==> src/rtl/tkbt_pkg.sv <==
// ----------------------------------------------------------------------------
// tkbt_pkg
// shared types and constants of the top-k best tracker
// ----------------------------------------------------------------------------
`default_nettype none

package tkbt_pkg;

  localparam int ACTION_W = 2;
  localparam int INDEX_W  = 7;
  localparam int SCORE_W  = 16;
  localparam int LIMIT_W  = 4;
  localparam int COUNT_W  = 4;

  localparam int IN_DATA_W  = 24;
  localparam int OUT_DATA_W = 24;

  localparam logic [ACTION_W-1:0] ACT_OFFER = 2'd0;
  localparam logic [ACTION_W-1:0] ACT_QUERY = 2'd1;
  localparam logic [ACTION_W-1:0] ACT_CLEAR = 2'd2;

  localparam logic [LIMIT_W-1:0] LIMIT_RESET = 4'd5;

  typedef struct packed {
    logic [SCORE_W-1:0]  candidate_score;
    logic [INDEX_W-1:0]  member_index;
    logic [ACTION_W-1:0] action;
  } item_t;

  typedef struct packed {
    logic [COUNT_W-1:0] list_count;
    logic [INDEX_W-1:0] top_index;
    logic [INDEX_W-1:0] evicted_index;
    logic               evicted_valid;
    logic               is_member;
    logic               inserted;
  } result_t;

endpackage

`default_nettype wire

==> src/rtl/tkbt_core.sv <==
// ----------------------------------------------------------------------------
// tkbt_core
// ranked list walk with one shared score comparator, plus membership flags
// ----------------------------------------------------------------------------
`default_nettype none

module tkbt_core #(
  parameter int LIST_DEPTH = 8,
  parameter int POPULATION = 128
) (
  input  wire                          clk,
  input  wire                          rst_n,
  input  wire                          cfg_wr_en,
  input  wire [tkbt_pkg::LIMIT_W-1:0]  cfg_wr_data,
  input  wire                          start,
  input  tkbt_pkg::item_t              item,
  output logic                         idle,
  output logic                         res_valid,
  input  wire                          res_ready,
  output tkbt_pkg::result_t            result
);
  import tkbt_pkg::*;

  localparam int AW  = (LIST_DEPTH > 1) ? $clog2(LIST_DEPTH) : 1;
  localparam int CW  = $clog2(LIST_DEPTH + 1);
  localparam int FAW = $clog2(POPULATION);

  typedef enum logic [3:0] {
    S_IDLE  = 4'b0001,
    S_CHECK = 4'b0010,
    S_SHIFT = 4'b0100,
    S_DONE  = 4'b1000
  } state_t;

  state_t               state_r, state_nxt;
  logic [ACTION_W-1:0]  act_r;
  logic [INDEX_W-1:0]   idx_r;
  logic [SCORE_W-1:0]   cand_r;
  logic [AW-1:0]        pos_r, pos_nxt;
  logic                 full_r, full_nxt;
  logic                 ins_r, ins_nxt;
  logic                 ev_valid_r, ev_valid_nxt;
  logic [INDEX_W-1:0]   ev_index_r, ev_index_nxt;
  logic [CW-1:0]        count_r, count_nxt;
  logic [LIMIT_W-1:0]   limit_r;
  logic [POPULATION-1:0] flags_r, flags_nxt;

  logic [INDEX_W-1:0]   rank_idx_r   [LIST_DEPTH];
  logic [SCORE_W-1:0]   rank_score_r [LIST_DEPTH];

  logic [AW-1:0]        rd_addr;
  logic [INDEX_W-1:0]   rd_idx;
  logic [SCORE_W-1:0]   rd_score;
  logic                 score_lt, score_eq;
  logic                 wr_en;
  logic [AW-1:0]        wr_addr;
  logic [INDEX_W-1:0]   wr_idx;
  logic [SCORE_W-1:0]   wr_score;
  logic [CW-1:0]        lim_eff;
  logic                 in_pop;
  logic                 full_now;

  // effective limit clamped to 1..LIST_DEPTH
  always_comb begin
    if (limit_r == '0) begin
      lim_eff = CW'(1);
    end else if (32'(limit_r) > LIST_DEPTH) begin
      lim_eff = CW'(LIST_DEPTH);
    end else begin
      lim_eff = CW'(limit_r);
    end
  end

  assign in_pop   = 32'(idx_r) < POPULATION;
  assign full_now = count_r >= lim_eff;

  // shared read port and comparator
  always_comb begin
    if (state_r == S_SHIFT) begin
      rd_addr = pos_r - AW'(1);
    end else begin
      rd_addr = AW'(count_r - CW'(1));
    end
  end

  assign rd_idx   = rank_idx_r[rd_addr];
  assign rd_score = rank_score_r[rd_addr];
  assign score_lt = rd_score < cand_r;
  assign score_eq = rd_score == cand_r;

  always_comb begin
    state_nxt    = state_r;
    pos_nxt      = pos_r;
    full_nxt     = full_r;
    ins_nxt      = ins_r;
    ev_valid_nxt = ev_valid_r;
    ev_index_nxt = ev_index_r;
    count_nxt    = count_r;
    flags_nxt    = flags_r;
    wr_en        = 1'b0;
    wr_addr      = pos_r;
    wr_idx       = rd_idx;
    wr_score     = rd_score;
    case (state_r)
      S_IDLE: begin
        if (start) begin
          state_nxt    = S_CHECK;
          ins_nxt      = 1'b0;
          ev_valid_nxt = 1'b0;
          ev_index_nxt = '0;
        end
      end
      S_CHECK: begin
        state_nxt = S_DONE;
        if (act_r == ACT_CLEAR) begin
          flags_nxt = '0;
          count_nxt = '0;
        end else if (act_r == ACT_OFFER && in_pop && !flags_r[FAW'(idx_r)]) begin
          if (!(full_now && !score_lt)) begin
            state_nxt = S_SHIFT;
            full_nxt  = full_now;
            if (full_now) begin
              pos_nxt      = AW'(count_r - CW'(1));
              ev_valid_nxt = 1'b1;
              ev_index_nxt = rd_idx;
              if (32'(rd_idx) < POPULATION) begin
                flags_nxt[FAW'(rd_idx)] = 1'b0;
              end
            end else begin
              pos_nxt = AW'(count_r);
            end
          end
        end
      end
      S_SHIFT: begin
        wr_en = 1'b1;
        if (pos_r != '0 && (score_lt || score_eq)) begin
          pos_nxt = pos_r - AW'(1);
        end else begin
          wr_idx                  = idx_r;
          wr_score                = cand_r;
          flags_nxt[FAW'(idx_r)]  = 1'b1;
          ins_nxt                 = 1'b1;
          state_nxt               = S_DONE;
          if (!full_r) begin
            count_nxt = count_r + CW'(1);
          end
        end
      end
      S_DONE: begin
        if (res_ready) begin
          state_nxt = S_IDLE;
        end
      end
      default: begin
        state_nxt = S_IDLE;
      end
    endcase
  end

  always_ff @(posedge clk) begin
    if (!rst_n) begin
      state_r    <= S_IDLE;
      count_r    <= '0;
      flags_r    <= '0;
      limit_r    <= LIMIT_RESET;
      ins_r      <= 1'b0;
      ev_valid_r <= 1'b0;
      ev_index_r <= '0;
      full_r     <= 1'b0;
      pos_r      <= '0;
    end else begin
      state_r    <= state_nxt;
      count_r    <= count_nxt;
      flags_r    <= flags_nxt;
      ins_r      <= ins_nxt;
      ev_valid_r <= ev_valid_nxt;
      ev_index_r <= ev_index_nxt;
      full_r     <= full_nxt;
      pos_r      <= pos_nxt;
      if (cfg_wr_en) begin
        limit_r <= cfg_wr_data;
      end
    end
  end

  always_ff @(posedge clk) begin
    if (state_r == S_IDLE && start) begin
      act_r  <= item.action;
      idx_r  <= item.member_index;
      cand_r <= item.candidate_score;
    end
  end

  always_ff @(posedge clk) begin
    if (wr_en) begin
      rank_idx_r[wr_addr]   <= wr_idx;
      rank_score_r[wr_addr] <= wr_score;
    end
  end

  assign idle      = state_r == S_IDLE;
  assign res_valid = state_r == S_DONE;

  always_comb begin
    result.inserted      = ins_r;
    result.is_member     = in_pop && flags_r[FAW'(idx_r)];
    result.evicted_valid = ev_valid_r;
    result.evicted_index = ev_index_r;
    result.top_index     = (count_r != '0) ? rank_idx_r[0] : '0;
    result.list_count    = COUNT_W'(count_r);
  end

endmodule

`default_nettype wire

==> src/rtl/top_k_best_tracker_top.sv <==
// ----------------------------------------------------------------------------
// top_k_best_tracker_top
// keeps the best-scoring population indices in a ranked list with flags
// ----------------------------------------------------------------------------
// in channel: in_tuser carries the action (offer, query, clear), in_tdata
// the member index and its score. out channel: one result transfer per
// input transfer, in order. cfg_wr_en/cfg_wr_data set the group limit
// (reset value 5); write only while the block is idle.
// the list is walked one entry per cycle through a single score
// comparator. a query, a clear or a rejected offer goes through the check
// and done states; an inserting offer also enters the shift state for each
// entry it moves past. in_tready is low while an item is at work.
// the result sits in an output register; a new item may be accepted while
// it waits, but the next result is held inside until out_tready frees it.
// reset (rst_n low, synchronous) empties the list, clears all membership
// flags and the output valid, and restores the group limit.
// ----------------------------------------------------------------------------
`default_nettype none

module top_k_best_tracker_top #(
  parameter int LIST_DEPTH = 8,
  parameter int POPULATION = 128
) (
  input  wire                             clk,
  input  wire                             rst_n,
  input  wire                             in_tvalid,
  output logic                            in_tready,
  // member_index[6:0], candidate_score[22:7], zero fill
  input  wire [tkbt_pkg::IN_DATA_W-1:0]   in_tdata,
  // action[1:0]
  input  wire [tkbt_pkg::ACTION_W-1:0]    in_tuser,
  output logic                            out_tvalid,
  input  wire                             out_tready,
  // inserted[0], is_member[1], evicted_valid[2], evicted_index[9:3],
  // top_index[16:10], list_count[20:17], zero fill
  output logic [tkbt_pkg::OUT_DATA_W-1:0] out_tdata,
  input  wire                             cfg_wr_en,
  input  wire [tkbt_pkg::LIMIT_W-1:0]     cfg_wr_data
);
  import tkbt_pkg::*;

  localparam int RES_W = $bits(result_t);

  item_t   item;
  result_t result;
  logic    core_idle;
  logic    res_valid;
  logic    res_ready;
  logic    out_valid_r;
  result_t out_res_r;

  assign item.action          = in_tuser;
  assign item.member_index    = in_tdata[INDEX_W-1:0];
  assign item.candidate_score = in_tdata[INDEX_W +: SCORE_W];

  assign in_tready = core_idle;
  assign res_ready = !out_valid_r || out_tready;

  tkbt_core #(
    .LIST_DEPTH(LIST_DEPTH),
    .POPULATION(POPULATION)
  ) u_core (
    .clk        (clk),
    .rst_n      (rst_n),
    .cfg_wr_en  (cfg_wr_en),
    .cfg_wr_data(cfg_wr_data),
    .start      (in_tvalid && in_tready),
    .item       (item),
    .idle       (core_idle),
    .res_valid  (res_valid),
    .res_ready  (res_ready),
    .result     (result)
  );

  always_ff @(posedge clk) begin
    if (!rst_n) begin
      out_valid_r <= 1'b0;
    end else if (res_ready) begin
      out_valid_r <= res_valid;
    end
  end

  always_ff @(posedge clk) begin
    if (res_ready && res_valid) begin
      out_res_r <= result;
    end
  end

  assign out_tvalid = out_valid_r;
  assign out_tdata  = {{(OUT_DATA_W - RES_W){1'b0}}, out_res_r};

endmodule

`default_nettype wire

==> config.mk <==
export PLATFORM = sky130hd
export DESIGN_NAME = top_k_best_tracker_top
export DESIGN_NICKNAME = d
export VERILOG_FILES = /design/src/rtl/tkbt_pkg.sv /design/src/rtl/tkbt_core.sv /design/src/rtl/top_k_best_tracker_top.sv
export SDC_FILE = /design/constraint.sdc
export NUM_CORES = 1
export LEC_CHECK = 0
export ABC_AREA = 1
export BUFFER_PORTS_ARGS = -buffer_cell sky130_fd_sc_hd__buf_2
export CORE_UTILIZATION = 55
export DETAILED_ROUTE_END_ITERATION = 6
export GPL_ROUTABILITY_DRIVEN = 0
export HOLD_SLACK_MARGIN = 0.05
export MAX_ROUTING_LAYER = met4
export PLACE_DENSITY_LB_ADDON = 0.2
export SLEW_MARGIN = 10
export SYNTH_ARGS = -nofsm -noshare
export SYNTH_HDL_FRONTEND = slang
export SYNTH_SLANG_ARGS = --single-unit
==> constraint.sdc <==
create_clock -name clk -period 4.7 [get_ports clk]
set_input_delay 0.94 -clock clk [delete_from_list [all_inputs] [get_ports clk]]
set_output_delay 0.94 -clock clk [all_outputs]
set_load 0.02 [all_outputs]
==> impl_metrics.env <==
export IMPL_maxCapViolCount=0
export IMPL_slowest_stage="dfxtp_1"
export IMPL_outcome="finished, final reports clean"
export IMPL_synth_edff_count=230
export IMPL_wl_per_cell_microns=19.52
export IMPL_dr_pass1_iters=6
export IMPL_cts_hold_buffers_added=0
export IMPL_vias=19486
export IMPL_grt_max_degree=118
export IMPL_drcViolationCount=0
export IMPL_timing_fmax_mhz=228.8
export IMPL_p_sw_mw=1.960
export IMPL_drt_iter0_markers=2591
export IMPL_path_clk_slew_ps=60
export IMPL_die_area_sq_um=38900
export IMPL_finalPower_mw=7.728
export IMPL_path_cells="inv_2 > ha_1 > xnor2_1 > nor2_1 > nor2_4 > buf_6 > nand3_1 > nand2_1 > ha_1 > a21oi_1 > o21ai_0 > nor2_1 > nand2_1 > nand2_1 > nand2_1 > nand2_1 > buf_4 > o21ai_2 > inv_4 > buf_12 > nand3_1 > a21oi_1"
export IMPL_p_per_area_nw_per_um2=333.6
export IMPL_fin_util_pct=61.65
export IMPL_syn2layout_area_growth_pct=10.52
export IMPL_grt_usage_pct=32.84
export IMPL_overflow=0
export IMPL_internal_power_mw=5.768
export IMPL_drtAntennaViolNets=0
export IMPL_fin_tns_setup_ps=0
export IMPL_grt_pass1_wl_microns=97390
export IMPL_ys_seq_area_share_pct=47.66
export IMPL_relSlewSlack_pct=16.83
export IMPL_skew_ps=20.69
export IMPL_combPwrFrac_pct=8.2
export IMPL_fp_dieH_microns=197.2
export IMPL_p_leak_nw=9.070
export IMPL_synth_top_area_cell="edfxtp_1"
export IMPL_num_rows=71
export IMPL_avgSynthCellArea_sq_um=7.749
export IMPL_yosysMostFrequentCell="nand2_1"
export IMPL_cts_made_buffers=43
export IMPL_grt_pass1_vias=17954
export IMPL_synth_top_area_share_pct=32.95
export IMPL_cts_sinks=384
export IMPL_synth_area_sq_um=20960
export IMPL_ys_warn_count=0
export IMPL_fin_nets=2750
export IMPL_p_seq_share_pct=46.7
export IMPL_arrival_ps=4880
export IMPL_synth_area_leaders="edfxtp_1 (33%), nand2_1 (16%), dfxtp_1 (15%)"
export IMPL_min_path_type="flip-flop to flip-flop"
export IMPL_setup_slack_ps=329.7
export IMPL_numPortBuffers=56
export IMPL_required_ps=5210
export IMPL_start_kind="flip-flop"
export IMPL_fin_crit_sh_pct=92.98
export IMPL_layout_min_cycle_time_ps=4370
export IMPL_n_antenna_cell=0
export IMPL_cts_max_path_buffers=3
export IMPL_clock_root_buffer="clkbuf_16"
export IMPL_drive_gt1_share_pct=10.50
export IMPL_sw_frac_of_total_pct=25.36
export IMPL_synthFlopType="edfxtp_1"
export IMPL_ys_ff_latch=384
export IMPL_htreeDepth=2
export IMPL_finalHoldViolations=0
export IMPL_drv_slew=0
export IMPL_via_per_inst=6.023
export IMPL_ir_drop_v=0.0002946
export IMPL_die_w_microns=197.2
export IMPL_dp_hpwl_microns=34910
export IMPL_ys_top_cells_by_count="nand2_1 (868), nand3_1 (309), edfxtp_1 (230), inv_1 (186), o21ai_0 (172)"
export IMPL_end_kind="flip-flop"
export IMPL_dp_worst_setup_slack_ps=-88.79
export IMPL_synth_distinct_cells=40
export IMPL_syn_inst=2705
export IMPL_critical_path_max_stage_delay_ps=420
export IMPL_routed_wl_microns=63150
export IMPL_antenna_found_initial=0
export IMPL_start_util_pct=55.78
export IMPL_worst_pin_slew_ps=1248
export IMPL_whs_ps=436.7
export IMPL_p_clk_share_pct=45.1
export IMPL_io_pins=61
export IMPL_fillers=3235
export IMPL_cts_tree="yes"
export IMPL_synth_async_sr_flop_share_pct=0
export IMPL_setup_viol=0
export IMPL_core_sq_um=37580
export IMPL_rsz0062_at_grt="no"
export IMPL_path_class="flip-flop to flip-flop"
export IMPL_worstSkewPairLatency_ps=590
export IMPL_cp_common_cell="nand2_1"
export IMPL_worstPathMaxFanout=50
[metrics by stage]
step	area [sq um]	instances
after floorplan	20970	2707
after global placement	21550	3151
after detailed placement	21550	3151
after CTS	23010	3230
after global routing	23170	3235
final	23170	3235
[final timing paths]
kind	endpoint	cells past startpoint	start	slack, ps
max	u_core.flags_r[89]	22	u_core.pos_r[1]	330
min	out_tdata[7]	0	u_core.ev_index_r[4]	440
max reg2reg	u_core.flags_r[89]	22	u_core.pos_r[1]	330
min reg2reg	out_tdata[7]	0	u_core.ev_index_r[4]	440
[cell type report]
cell class,count,area (sq um),share of cell area (%)
multi-input combinational,1947,9343,40.33
clock inverter,21,262.8,1.134
timing repair buffer,121,1006,4.342
tap,511,639.4,2.760
clock buffer,58,1192,5.147
inverter,193,733.2,3.165
sequential,384,9990,43.12
[cells by family (layout without fill, tap and decap cells)]
logic type | Yosys count | in the layout | synth area share [%]
other cells | 1 | 3 | 0.01789
simple gates | 1519 | 1519 | 31.83
fa+ha+maj | 25 | 25 | 1.492
xor+xnor | 4 | 4 | 0.1672
flops | 384 | 384 | 47.66
buf+inv | 376 | 393 | 8.154
compound gates | 396 | 396 | 10.68
[critical path: cells and delay by family (launching register included)]
kind            cells  cell delay, ps
compound gates      4             600
buf+inv             5            1190
flops               1             420
simple gates       10            1330
fa+ha+maj           2             500
xor+xnor            1             200
[metal layers]
metal	up-vias	share of wire [%]	track usage, %
li1	9109	-	-
met1	9094	40	43.05
met2	1087	45	49.96
met3	196	11	6.249
met4	0	3.7	13.58
met5	-	0	-
[state kept, by name, summed over array words and instances, names as in the netlist, 4 cells and up]
register and flops:
u_core.ev_index_r 7, u_core.cand_r 16, u_core.idx_r 7, u_core.flags_r 128, u_core.count_r 4, u_core.limit_r 4
out_tdata 21, u_core.state_r 4, u_core.rank_idx_r 56, u_core.rank_score_r 128
[cell usage in the layout, fill, tap and decap left out, drive strengths merged, types with 3 or more instances in the layout]
master	synthesis	layout
o22ai	4	4
clkbuf	86	62
clkinvlp	0	3
ha	25	25
nor3	9	9
o21ai	175	175
nand4	140	140
xor2	3	3
a21oi	160	160
dfxtp	154	154
buf	97	117
nand2	890	890
nand3	310	310
bufinv	0	4
conb	1	3
nor2	168	168
inv	191	194
edfxtp	230	230
clkinv	2	13
o211ai	54	54
[repair_timing]
item / 4_1_cts / 5_1_grt
endpoints found under the setup margin: 50 / 238
cloned: 0 / 5
gates resized for setup: 2 / 18
setup buffers: 0 / 0
[power groups by stage]
stage / sequential [mW] / clock (mW) / combinational (mW)
floorplan: 3.68 / 0 / 0.394
global placement: 3.68 / 0 / 0.595
detailed placement: 3.68 / 0 / 0.603
CTS: 3.61 / 3.52 / 0.605
global route: 3.61 / 3.65 / 0.676
finish: 3.61 / 3.49 / 0.633
(Power assumes the default switching activity.)
